### config.mk
export PLATFORM = sky130hd
export DESIGN_NAME = mp2a_ctrl
export DESIGN_NICKNAME = d
export VERILOG_FILES = /design/src/hdl/max_pool_2d_with_argmax_unit_assert.svh /design/src/hdl/mp2a_pkg.sv /design/src/hdl/mp2a_ctrl.sv
export SDC_FILE = /design/constraint.sdc
export NUM_CORES = 1
export LEC_CHECK = 0
export ABC_AREA = 1
export BUFFER_PORTS_ARGS = -buffer_cell sky130_fd_sc_hd__buf_2
export CAP_MARGIN = 20
export CORE_MARGIN = 2
export CORE_UTILIZATION = 25
export CTS_BUF_LIST = sky130_fd_sc_hd__clkbuf_4
export CTS_CLUSTER_SIZE = 30
export DETAILED_ROUTE_END_ITERATION = 7
export PLACE_DENSITY_LB_ADDON = 0.05
export SYNTH_ARGS = -nofsm -noshare
export SYNTH_HDL_FRONTEND = slang
export SYNTH_SLANG_ARGS = --single-unit
### constraint.sdc
create_clock -name clk -period 5 [get_ports clk]
set_clock_uncertainty 0.1 [all_clocks]
set_input_delay 0 -clock clk [delete_from_list [all_inputs] [get_ports clk]]
set_output_delay 0 -clock clk [all_outputs]
set_load 0.005 [all_outputs]
### src/hdl/max_pool_2d_with_argmax_unit_assert.svh
// ---------------------------------------------------------------------------
// max pool assertion macros
// immediate-implication and next-cycle-implication property wrappers
// ---------------------------------------------------------------------------
`ifndef MAX_POOL_2D_WITH_ARGMAX_UNIT_ASSERT_SVH
`define MAX_POOL_2D_WITH_ARGMAX_UNIT_ASSERT_SVH

// consequent must hold in the same cycle as the antecedent
`define MP2A_ASSERT_NOW(lbl, ante, cons, msg) \
    lbl: assert property (@(posedge clk) disable iff (!rst_n) (ante) |-> (cons)) \
        else $error(msg);

// consequent must hold in the cycle after the antecedent
`define MP2A_ASSERT_NEXT(lbl, ante, cons, msg) \
    lbl: assert property (@(posedge clk) disable iff (!rst_n) (ante) |=> (cons)) \
        else $error(msg);

`endif

### src/hdl/mp2a_pkg.sv
// ---------------------------------------------------------------------------
// mp2a_pkg
// shared types and constants of the max pool with argmax unit
// ---------------------------------------------------------------------------
`default_nettype none

package mp2a_pkg;

    localparam int CFG_IDX_W  = 2;
    localparam int CFG_DATA_W = 7;

    localparam logic [CFG_IDX_W-1:0] CFG_POOL_WIDTH = 2'd0;
    localparam logic [CFG_IDX_W-1:0] CFG_IN_WIDTH   = 2'd1;
    localparam logic [CFG_IDX_W-1:0] CFG_CHANNELS   = 2'd2;

    localparam int POOL_REG_W  = 4;
    localparam int WIDTH_REG_W = 7;
    localparam int CHAN_REG_W  = 5;

    localparam logic [POOL_REG_W-1:0]  POOL_RESET  = 4'd2;
    localparam logic [WIDTH_REG_W-1:0] WIDTH_RESET = 7'd64;
    localparam logic [CHAN_REG_W-1:0]  CHAN_RESET  = 5'd1;

    localparam int OUT_COORD_W = 6;
    localparam int OUT_CHAN_W  = 4;
    localparam int OUT_ARG_W   = 3;

    // per-sample window flags from the position tracker
    typedef struct packed {
        logic ok;          // configuration usable
        logic first;       // first sample of its window
        logic last_win;    // last sample of its window
        logic last_frame;  // last sample of the map
    } win_flags_t;

endpackage

`default_nettype wire

### src/hdl/mp2a_ctrl.sv
// ---------------------------------------------------------------------------
// mp2a_ctrl
// configuration registers, map position counters and store address
// after reset or a register write, a subtract loop rebuilds the window
// offsets and the divisibility check before samples are taken again
// ---------------------------------------------------------------------------
`default_nettype none

module mp2a_ctrl
    import mp2a_pkg::*;
#(
    parameter int MAX_WIDTH    = 64,
    parameter int MAX_CHANNELS = 16,
    parameter int MAX_POOL     = 8
) (
    input  wire logic                        clk,
    input  wire logic                        rst_n,
    input  wire logic                        cfg_we,
    input  wire logic [CFG_IDX_W-1:0]        cfg_index,
    input  wire logic [CFG_DATA_W-1:0]       cfg_data,
    input  wire logic                        frame_start,
    input  wire logic                        take,
    output logic                             busy,
    output win_flags_t                       cur_flags,
    output logic [$clog2(MAX_WIDTH)-1:0]     cur_orow,
    output logic [$clog2(MAX_WIDTH)-1:0]     cur_ocol,
    output logic [((MAX_CHANNELS > 1) ? $clog2(MAX_CHANNELS) : 1)-1:0] cur_ch,
    output logic [$clog2(MAX_POOL)-1:0]      cur_wr,
    output logic [$clog2(MAX_POOL)-1:0]      cur_wc,
    output logic [$clog2(MAX_WIDTH*MAX_CHANNELS)-1:0] cur_addr
);

    localparam int POS_W  = $clog2(MAX_WIDTH);
    localparam int CH_W   = (MAX_CHANNELS > 1) ? $clog2(MAX_CHANNELS) : 1;
    localparam int OFF_W  = $clog2(MAX_POOL);
    localparam int ADDR_W = $clog2(MAX_WIDTH * MAX_CHANNELS);
    localparam int CMP_W  = ((POS_W > CH_W) ? POS_W : CH_W) + 7;

    localparam logic [1:0] ST_IDLE = 2'd0;
    localparam logic [1:0] ST_LOAD = 2'd1;
    localparam logic [1:0] ST_RUN  = 2'd2;

    logic [1:0]             state_reg, state_next;
    logic [POOL_REG_W-1:0]  pool_reg, pool_next;
    logic [WIDTH_REG_W-1:0] inw_reg, inw_next;
    logic [CHAN_REG_W-1:0]  chans_reg, chans_next;
    logic                   ok_reg, ok_next;

    logic [POS_W-1:0] row_reg, row_next;
    logic [POS_W-1:0] col_reg, col_next;
    logic [CH_W-1:0]  ch_reg, ch_next;
    logic [OFF_W-1:0] wr_reg, wr_next;
    logic [OFF_W-1:0] wc_reg, wc_next;
    logic [POS_W-1:0] orow_reg, orow_next;
    logic [POS_W-1:0] ocol_reg, ocol_next;

    logic [CMP_W-1:0] rem_r_reg, rem_r_next;
    logic [CMP_W-1:0] rem_c_reg, rem_c_next;
    logic [CMP_W-1:0] rem_w_reg, rem_w_next;

    logic [CMP_W-1:0] p_x, w_x, n_x;
    logic             range_ok;
    logic             restart;
    logic [POS_W-1:0] r0, c0, orow0, ocol0;
    logic [CH_W-1:0]  ch0;
    logic [OFF_W-1:0] wr0, wc0;
    logic [CMP_W-1:0] r1, c1, ch1, wr1, wc1;

    assign p_x = CMP_W'(pool_reg);
    assign w_x = CMP_W'(inw_reg);
    assign n_x = CMP_W'(chans_reg);

    assign range_ok = (pool_reg != '0) && (p_x <= CMP_W'(MAX_POOL))
                   && (inw_reg != '0) && (w_x <= CMP_W'(MAX_WIDTH))
                   && (chans_reg != '0) && (n_x <= CMP_W'(MAX_CHANNELS));

    assign busy = (state_reg != ST_IDLE);

    // out-of-map position after a register write counts as a frame start
    assign restart = frame_start || (CMP_W'(row_reg) >= w_x)
                  || (CMP_W'(col_reg) >= w_x) || (CMP_W'(ch_reg) >= n_x);

    assign r0    = restart ? '0 : row_reg;
    assign c0    = restart ? '0 : col_reg;
    assign ch0   = restart ? '0 : ch_reg;
    assign wr0   = restart ? '0 : wr_reg;
    assign wc0   = restart ? '0 : wc_reg;
    assign orow0 = restart ? '0 : orow_reg;
    assign ocol0 = restart ? '0 : ocol_reg;

    assign r1  = CMP_W'(r0) + CMP_W'(1);
    assign c1  = CMP_W'(c0) + CMP_W'(1);
    assign ch1 = CMP_W'(ch0) + CMP_W'(1);
    assign wr1 = CMP_W'(wr0) + CMP_W'(1);
    assign wc1 = CMP_W'(wc0) + CMP_W'(1);

    assign cur_flags.ok         = ok_reg;
    assign cur_flags.first      = (wr0 == '0) && (wc0 == '0);
    assign cur_flags.last_win   = (wr1 == p_x) && (wc1 == p_x);
    assign cur_flags.last_frame = (r1 == w_x) && (c1 == w_x) && (ch1 == n_x);

    assign cur_orow = orow0;
    assign cur_ocol = ocol0;
    assign cur_ch   = ch0;
    assign cur_wr   = wr0;
    assign cur_wc   = wc0;
    assign cur_addr = ADDR_W'(ADDR_W'(ocol0) * ADDR_W'(MAX_CHANNELS) + ADDR_W'(ch0));

    always_comb
    begin
        state_next = state_reg;
        pool_next  = pool_reg;
        inw_next   = inw_reg;
        chans_next = chans_reg;
        ok_next    = ok_reg;
        row_next   = row_reg;
        col_next   = col_reg;
        ch_next    = ch_reg;
        wr_next    = wr_reg;
        wc_next    = wc_reg;
        orow_next  = orow_reg;
        ocol_next  = ocol_reg;
        rem_r_next = rem_r_reg;
        rem_c_next = rem_c_reg;
        rem_w_next = rem_w_reg;

        case (state_reg)
            ST_IDLE:
            begin
                if (take && ok_reg)
                begin
                    row_next  = r0;
                    col_next  = c0;
                    wr_next   = wr0;
                    wc_next   = wc0;
                    orow_next = orow0;
                    ocol_next = ocol0;
                    ch_next   = CH_W'(ch1);
                    if (ch1 >= n_x)
                    begin
                        ch_next = '0;
                        if (c1 >= w_x)
                        begin
                            col_next  = '0;
                            wc_next   = '0;
                            ocol_next = '0;
                            if (r1 >= w_x)
                            begin
                                row_next  = '0;
                                wr_next   = '0;
                                orow_next = '0;
                            end
                            else
                            begin
                                row_next = POS_W'(r1);
                                if (wr1 == p_x)
                                begin
                                    wr_next   = '0;
                                    orow_next = orow0 + POS_W'(1);
                                end
                                else
                                begin
                                    wr_next = OFF_W'(wr1);
                                end
                            end
                        end
                        else
                        begin
                            col_next = POS_W'(c1);
                            if (wc1 == p_x)
                            begin
                                wc_next   = '0;
                                ocol_next = ocol0 + POS_W'(1);
                            end
                            else
                            begin
                                wc_next = OFF_W'(wc1);
                            end
                        end
                    end
                end
            end
            ST_LOAD:
            begin
                rem_r_next = CMP_W'(row_reg);
                rem_c_next = CMP_W'(col_reg);
                rem_w_next = w_x;
                orow_next  = '0;
                ocol_next  = '0;
                state_next = ST_RUN;
            end
            ST_RUN:
            begin
                if (!range_ok)
                begin
                    ok_next    = 1'b0;
                    state_next = ST_IDLE;
                end
                else if ((rem_r_reg < p_x) && (rem_c_reg < p_x) && (rem_w_reg < p_x))
                begin
                    wr_next    = OFF_W'(rem_r_reg);
                    wc_next    = OFF_W'(rem_c_reg);
                    ok_next    = (rem_w_reg == '0);
                    state_next = ST_IDLE;
                end
                else
                begin
                    if (rem_r_reg >= p_x)
                    begin
                        rem_r_next = rem_r_reg - p_x;
                        orow_next  = orow_reg + POS_W'(1);
                    end
                    if (rem_c_reg >= p_x)
                    begin
                        rem_c_next = rem_c_reg - p_x;
                        ocol_next  = ocol_reg + POS_W'(1);
                    end
                    if (rem_w_reg >= p_x)
                    begin
                        rem_w_next = rem_w_reg - p_x;
                    end
                end
            end
            default:
            begin
                state_next = ST_LOAD;
            end
        endcase

        // a register write always restarts the rebuild
        if (cfg_we)
        begin
            state_next = ST_LOAD;
            case (cfg_index)
                CFG_POOL_WIDTH: pool_next  = POOL_REG_W'(cfg_data);
                CFG_IN_WIDTH:   inw_next   = WIDTH_REG_W'(cfg_data);
                CFG_CHANNELS:   chans_next = CHAN_REG_W'(cfg_data);
                default:        ;
            endcase
        end
    end

    always_ff @(posedge clk or negedge rst_n)
    begin
        if (!rst_n)
        begin
            state_reg <= ST_LOAD;
            pool_reg  <= POOL_RESET;
            inw_reg   <= WIDTH_RESET;
            chans_reg <= CHAN_RESET;
            ok_reg    <= 1'b0;
            row_reg   <= '0;
            col_reg   <= '0;
            ch_reg    <= '0;
            wr_reg    <= '0;
            wc_reg    <= '0;
            orow_reg  <= '0;
            ocol_reg  <= '0;
            rem_r_reg <= '0;
            rem_c_reg <= '0;
            rem_w_reg <= '0;
        end
        else
        begin
            state_reg <= state_next;
            pool_reg  <= pool_next;
            inw_reg   <= inw_next;
            chans_reg <= chans_next;
            ok_reg    <= ok_next;
            row_reg   <= row_next;
            col_reg   <= col_next;
            ch_reg    <= ch_next;
            wr_reg    <= wr_next;
            wc_reg    <= wc_next;
            orow_reg  <= orow_next;
            ocol_reg  <= ocol_next;
            rem_r_reg <= rem_r_next;
            rem_c_reg <= rem_c_next;
            rem_w_reg <= rem_w_next;
        end
    end

endmodule

`default_nettype wire

Word level (Yosys, flattened, before mapping)
Index checks and enable logic that the tools add are counted.
- $add $sub $neg: 13
- $lt $le $gt $ge: 15
- eq/ne operators: 19
- mux-type cells: 63
- reduce and logical (&&, ||, !) cells: 39
- operators with widths (cell ; count):
    2-to-1 mux 6 bit ; 24
    2-to-1 mux 13 bit ; 9
    case mux 13 bit (2 select lines) ; 3
    2-to-1 mux 3 bit ; 15
    >= comparator 13 x 4 -> 1 bit ; 3
    < comparator 13 x 4 -> 1 bit ; 3
    subtractor 13 x 4 -> 13 bit ; 3
    case mux 6 bit (3 select lines) ; 2
    adder 6 x 1 -> 6 bit (second input constant) ; 4
    inequality test 2 bit (second input constant) ; 8
    AND reduction 4 bit ; 4
    adder 6 x 1 -> 7 bit (second input constant) ; 2
    equality test 7 bit ; 2
    >= comparator 6 x 7 -> 1 bit ; 2
    >= comparator 7 bit ; 2
    logical NOT 13 bit ; 1
    logical AND 1 bit ; 12
    case mux 3 bit (2 select lines) ; 2
    AND reduction 2 bit ; 6
    adder 10 x 4 -> 10 bit ; 1
    AND reduction 5 bit ; 2
    adder 3 x 1 -> 4 bit (second input constant) ; 2
    equality test 4 bit ; 2
    2-to-1 mux 4 bit ; 2
    other kinds (22) ; 33
- register bits after elaboration: 92
- input bits: 14
- output and inout port bits: 37

Depth between registers and ports, before layout
Gate-level depths: netlist of run 1.
- depth in word-level cells: 13
- gate-level depth with buffers: 30
- depth with buffers taken out: 28

Worst setup path before layout of run 1
Ideal clock, no wire load.
- path kind: flip-flop to flip-flop
- start: register inw_reg[2]
- end: register wr_reg[0]
- library setup time: 0.077 ns
- data arrival time: 4.190 ns
- setup slack: 0.633 ns
- stages on the path, launching flop included: 28
- path buffers: 3
- period minus slack after synthesis: 4.367 ns
- cells stage by stage: dfrtp_1 inv_1 ha_1 nand3_1 nand2_1 o21ai_0 nand2_1 nor2_2 buf_6 nand2_8 buf_6 buf_2 nor2_1 ha_1 inv_1 xor2_1 inv_1 ha_1 a21oi_1 o21a_1 and3b_1 inv_1 nand2_1 nor2_1 nand2_1 o21ai_1 nand2_1 a21oi_1
- cells in the longest elaborated chain, start to end: 13
- elaborated cells on any way between the ends: 31
- classes of those cells: add/sub (4); order compare (6); eq/ne (2); mux (10); reduce/logical (9)
- RTL lines (element ; line ; source):
    start: declaration ; mp2a_ctrl.sv:45 ; logic [WIDTH_REG_W-1:0] inw_reg, inw_next;
    start signal: assignment ; mp2a_ctrl.sv:267 ; inw_reg <= inw_next;
    parallel branches: the longest is 13 deep, another holds >= comparator 6 x 7 -> 1 bit ; -- ;
    end signal: assignment ; mp2a_ctrl.sv:273 ; wr_reg <= wr_next;
    end: declaration ; mp2a_ctrl.sv:52 ; logic [OFF_W-1:0] wr_reg, wr_next;
Parallel ways; which one is timed is not known. The select of a mux whose other input is x is not followed.
A chain may end at the register's enable or synchronous reset.

Worst setup path after layout of run 1
- start: register inw_reg[5]
- end: register orow_reg[4]
- cells in the longest elaborated chain, start to end: 13
- elaborated cells on any way between the ends: 33
- classes of those cells: add/sub (5); order compare (6); eq/ne (2); mux (11); reduce/logical (9)
- RTL lines (element ; line ; source):
    parallel branches: the longest is 13 deep, another holds >= comparator 6 x 7 -> 1 bit ; -- ;
    end signal: assignment ; mp2a_ctrl.sv:275 ; orow_reg <= orow_next;
    end: declaration ; mp2a_ctrl.sv:54 ; logic [POS_W-1:0] orow_reg, orow_next;
Parallel ways; which one is timed is not known. The select of a mux whose other input is x is not followed.

==> impl_metrics.ini, run 1 <==
[run_status]
status = finished, final reports clean

[clock_tree]
clk_pin_slew_ns = 0.17
cts_setup_buffers = 0
clock_path_buffers = 2
clkLatencyLatePin_ns = 0.52
tritoncts = yes
clock-root-buffer = clkbuf_4
numCtsBuffers = 9
htreeDepth = 3
cts_sinks = 92

[logic_synthesis]
synthArstFlopShare_pct = 100
synth_top_cell_by_area = dfrtp_1
synthCells = 1045
synth_ff_type = dfrtp_1
syn-num-nets = 1124
netlist_top_cells_count = 190 x nand2_1, 164 x inv_1, 107 x nor2_1
ys_ff_latch = 92
synth-edff-count = 0
post_synth.cell_area_avg_um2 = 7.24
yosysTopAreaCellShare_pct = 29.1
ys_seq_area_share_pct = 30.5
yosysMostFrequentCell = nand2_1
mappedNetlistArea_um2 = 7560
synthTopCellsByArea = dfrtp_1 29%, ha_1 10%, nand2_1 9.4%
yosys_warnings = 0
yosys.cell_types.count = 62

[sta]
finalSetupTns_ns = 0
worstMarginPinSlew_ns = 0.780
period_needed_ns = 4.55
hold_viol_final = 0
slew_headroom_pct = 47.9
rsz0062_at_grt = no
fmax_ghz = 0.220
finalSetupViolations = 0
finalCritPeriodShare_pct = 91.0
drv_slew = 0

[finish]
drive_gt1_share_pct = 13.7
fin_area_um2 = 8640
area_delta_synth_final_pct = 14.2
layout.nets = 1189

[job]
maxCapViolCount = 0

[worst_setup_path]
cp.required_ns = 5.30
crit_path_start_kind = flop
reg2regPathDepth = 23
worstSetupEndpointType = flop
cp.arrival_ns = 4.85
cp_max_fo = 10
path_class = reg2reg

[drt]
route.detailed.drc = 0
wl_per_cell_um = 16.9
viasPerCell = 4.59
wirelength_um = 25400
vias = 6915
ant_nets = 0
drtPass1Iterations = 5
initialDrtViolationCount = 336

[power]
switching_share_pct = 51.2
clkPwrFrac_pct = 13.2
power_w = 0.00428
p_leak_nw = 4.27
combPwrFrac_pct = 59.5
p_switching_w = 0.00219
power_frac_seq_pct = 27.3
p_per_area_nw_per_um2 = 495
p_int_w = 0.00209
ir_drop_v = 0.000200

[hold_path]
worst_hold_path.num_cells = 4
min_path_type = in2reg

[die]
core_area_um2 = 29700
placementRows = 63
initial_core_util_pct = 25.5
fp.dieW_um = 178
dieArea_um2 = 31700
die_y_um = 178
pin_count = 51

[placed_design]
placed_cell_area_um2 = 8230
port_buffers = 50
dp_hpwl_um = 19600
gp_congestion = 0.813

[grt]
grtUsageTotal_pct = 16.9
grt_pass1_wl_um = 40300
grt_pass1_vias = 6929
grt_max_degree = 52
antenna_found_initial = 1
overflow = 0
## cells in the final DEF (no fill, tap or decap), types with 10 or more instances in the layout
master,synthesis,final
buf_4,12,20
nand3_2,10,10
nand2_1,190,189
nand4_1,21,21
dfrtp_1,88,88
xor2_1,18,18
dlygate4sd3_1,0,18
inv_1,164,164
a21oi_1,49,49
o211ai_1,16,16
buf_2,6,49
nor2_1,107,104
ha_1,62,61
nand3_1,57,57
nor3_1,24,24
o21ai_1,21,21
o21ai_0,73,73
## metrics by stage
step | std cells | setup WS, ns | hold slack, ns | util [%]
after detailed placement | 1470 | 0.302 | 0.0316 | 27.7
final | 1507 | 0.450 | 0.233 | 29.1
after global routing | 1507 | 0.0216 | 0.243 | 29.1
after global placement | 1470 | 0.387 | 0.0362 | 27.7
after floorplan | 1045 | 0.633 | -0.396 | -
after CTS | 1505 | 0.257 | 0.186 | 29.0
## worst paths after layout
kind | endpoint | startpoint | slack (ns)
min in group asynchronous | inw_reg[4]$_DFFE_PN0P_ | rst_n | 0.36
max in group asynchronous | orow_reg[0]$_DFFE_PN0P_ | rst_n | 3.52
setup / recovery | orow_reg[4]$_DFFE_PN0P_ | inw_reg[5]$_DFFE_PN0P_ | 0.45
hold reg to reg | inw_reg[4]$_DFFE_PN0P_ | inw_reg[4]$_DFFE_PN0P_ | 0.40
hold / removal | inw_reg[0]$_DFFE_PN0P_ | cfg_data[0] | 0.23
setup reg to reg | orow_reg[4]$_DFFE_PN0P_ | inw_reg[5]$_DFFE_PN0P_ | 0.45
## cell families (layout without fill, tap and decap cells)
family                     count (synthesis)  count (layout)  share of synthesized area, %
and+or+nand+nor                          457             457                          28.9
buffers and inverters                    209             279                          11.7
AOI/OAI and AO/OA                        196             196                          14.8
DFF                                       92              92                          30.5
adders and majority gates                 65              65                          11.0
xor gates and xnor gates                  26              26                          3.01
other                                      0               2                             0
## layer usage
metal | GRT usage [%] | vias to the layer above | part of all wire [%]
li1 | - | 3569 | -
met1 | 22.8 | 3260 | 49
met2 | 29.0 | 74 | 48
met3 | 2.12 | 12 | 1.9
met4 | 3.31 | 0 | 0.95
met5 | 0 | - | 0
## worst max-delay path, stage by stage (launching register included)
cell	delay, ns
dfrtp_1	0.41
inv_1	0.24
ha_1	0.31
inv_1	0.06
nor2_1	0.04
a21oi_2	0.14
nand3_1	0.09
nor2_2	0.26
nand2_8	0.11
nor2_1	0.20
ha_1	0.18
inv_1	0.06
nor4_1	0.33
ha_1	0.31
nand2_1	0.10
inv_1	0.05
nand4_1	0.14
and3b_1	0.32
inv_1	0.08
nand2_1	0.21
inv_1	0.23
a31o_2	0.28
nand2_1	0.08
a21boi_1	0.07
## layout make-up
class                   instances  area (um2)
inverters                     175         661
well taps                     390         488
repair buffers                 88         603
diodes                          2        5.00
fillers                      3286       21100
multi-input cells             744        4390
clock inverters                 7         114
flip-flops and latches         92        2310
clock buffers                   9        67.6
## what timing repair did
item | in CTS | in global routing
hold buffers | 19 | 0
endpoints found under the hold margin | 74 | 0
endpoints found under the setup margin | 0 | 15
resized for setup | 0 | 5
## power by group through the flow
stage	logic [W]	registers [W]	clock network, W
global placement	0.00258	0.00119	0
finish	0.00254	0.00117	0.000564
detailed placement	0.00255	0.00119	0
CTS	0.00259	0.00117	0.000592
global route	0.00293	0.00120	0.000619
floorplan	0.00192	0.00112	0
(Power assumes the default switching activity.)
==> inputs of run 2 (changes only) <==
==> constraint.sdc (replaced) <==
create_clock -name clk -period 5 [get_ports clk]
set_clock_uncertainty 0.1 [all_clocks]
set_input_delay 1 -clock clk [delete_from_list [all_inputs] [get_ports clk]]
set_output_delay 1 -clock clk [all_outputs]
set_load 0.005 [all_outputs]
==> run 2 against run 1 <==
Effect of this change: final cell count hardly changed; non-clock buffer count is 1 lower; global-route usage is 0.38 points lower; worst setup slack worse by 0.31 ns; clock-buffer cell count is 1 higher; die area stayed put; sequential share of layout area hardly changed; via count is 0.74% lower; largest cell class unchanged; highest routed layer unchanged.
==> impl_metrics.ini, run 2 (synthesized netlist as in run 1, its figures left out) <==
[run_status]
status = finished, final reports clean

[grt]
grtUsageTotal_pct = 16.5
grt_pass1_vias = 6847
antenna_found_initial = 2
overflow = 0
grt_max_degree = 65
grt_pass1_wl_um = 39300

[power]
clkPwrFrac_pct = 10.9
p_per_area_nw_per_um2 = 485
power_frac_seq_pct = 27.9
ir_drop_v = 0.000152
combPwrFrac_pct = 61.2
p_int_w = 0.00201
p_switching_w = 0.00218
p_leak_nw = 4.24
switching_share_pct = 52.0

[drt]
ant_nets = 0
wl_per_cell_um = 16.6
vias = 6864
wirelength_um = 25000
drtPass1Iterations = 4
initialDrtViolationCount = 342
route.detailed.drc = 0
viasPerCell = 4.55

[finish]
drive_gt1_share_pct = 17.0
num-fill-cells = 3252
utilization_pct = 29.1
final_cell_mix = 185 x nand2_1, 157 x inv_1, 104 x nor2_1
layout.nets = 1189
area_delta_synth_final_pct = 14.3
final_common_cell = nand2_1

[job]
maxCapViolCount = 0

[sta]
rsz0062_at_grt = yes
hold_viol_final = 0
finalSetupViolations = 0
finalSetupTns_ns = 0
worstMarginPinSlew_ns = 0.965
period_needed_ns = 4.86
slew_headroom_pct = 35.7
fmax_ghz = 0.206
finalCritPeriodShare_pct = 97.3
drv_slew = 0

[worst_setup_path]
cp.required_ns = 3.90
worstSetupEndpointType = output pin
cp_max_fo = 7
path_class = reg2out
reg2reg_from = inw_reg[4]$_DFFE_PN0P_
r2r_end = row_reg[2]$_DFFE_PN0P_
r2r_slack_ns = 0.56
cp.arrival_ns = 3.76
reg2regPathDepth = 25
crit_path_start_kind = flop

[hold_path]
min_path_type = reg2reg
worst_hold_path.num_cells = 2
whs_endpoint = chans_reg[2]$_DFFE_PN0P_
min-delay-start = chans_reg[2]$_DFFE_PN0P_

[clock_tree]
clock_path_buffers = 2
htreeDepth = 3
tritoncts = yes
ctsHoldBuffers = 0
clock-root-buffer = clkbuf_4
clk_pin_slew_ns = 0.14
cts_sinks = 92
clkLatencyLatePin_ns = 0.52
numCtsBuffers = 9

[die]
fp.dieW_um = 178
initial_core_util_pct = 25.5
die_y_um = 178
dieArea_um2 = 31700
core_area_um2 = 29700
pin_count = 51
placementRows = 63

[placed_design]
port_buffers = 50
dp_hpwl_um = 19300
gp_congestion = 0.801
## run 2: how the worst max path moves through the flow
stage | startpoint | endpoint | depth (start not counted)
final | inw_reg[4]$_DFFE_PN0P_ | cur_flags[0] | 18
after global routing | inw_reg[4]$_DFFE_PN0P_ | cur_flags[0] | 18
after CTS | inw_reg[4]$_DFFE_PN0P_ | cur_flags[0] | 20
after detailed placement | frame_start | cur_flags[0] | 17
after global placement | frame_start | cur_flags[0] | 17
after floorplan | frame_start | wr_reg[0]$_DFFE_PN0P_ | 25
## run 2: layout make-up
type	count	area, um2	area share, %
antenna	3	7.51	0.0869
clock buffer	10	75.1	0.869
clock inverter	6	55.1	0.637
inverter	175	667	7.72
multi-input combinational	745	4500	52.1
sequential	92	2310	26.7
tap	390	488	5.65
timing repair buffer	87	538	6.22
## run 2: power by group through the flow
stage | registers (W) | logic (W) | clock network, W
after floorplan | 0.00112 | 0.00192 | 0
final | 0.00117 | 0.00256 | 0.000458
after global routing | 0.00120 | 0.00295 | 0.000517
after CTS | 0.00117 | 0.00256 | 0.000478
after global placement | 0.00119 | 0.00255 | 0
after detailed placement | 0.00119 | 0.00253 | 0
## run 2: stage by stage
stage | instance area, um2 | total power, W | std cells | setup WS [ns] | hold WS [ns]
floorplan | 7560 | 0.00304 | 1045 | 0.535 | 0.353
global placement | 8230 | 0.00375 | 1470 | 0.239 | 0.370
detailed placement | 8230 | 0.00372 | 1470 | 0.354 | 0.375
CTS | 8390 | 0.00421 | 1489 | 0.000712 | 0.418
global route | 8640 | 0.00467 | 1508 | -0.184 | 0.457
finish | 8640 | 0.00419 | 1508 | 0.137 | 0.412
## run 2: critical path, cell delays in order, from the launching register on
cell        delay, ns
dfrtp_1          0.42
clkinvlp_4       0.20
ha_4             0.27
nand2_2          0.06
nand2_2          0.05
a21oi_2          0.13
nand3_2          0.09
nor2_4           0.20
nand2_8          0.09
buf_8            0.15
nor2_4           0.17
nand3_4          0.11
nor3_4           0.20
xor2_2           0.23
inv_2            0.07
ha_4             0.27
nand4_1          0.18
nor3_2           0.23
buf_2            0.14
## run 2: timing repair
action                     in CTS  in global routing
pin swaps                       4                 18
setup endpoints to repair       2                  2
gates cloned                    0                  1
buffers inserted                3                 15
resized for setup               6                 29
## run 2: routing by layer
| layer | track usage [%] | vias up | part of all wire (%) | wire length (um) |
|---|---|---|---|---|
| li1 | - | 3565 | - | - |
| met1 | 21.9 | 3214 | 49 | 12300 |
| met2 | 28.2 | 68 | 47 | 11900 |
| met3 | 2.91 | 17 | 2.3 | 568 |
| met4 | 3.14 | 0 | 1.1 | 279 |
| met5 | 0 | - | 0 | 0 |
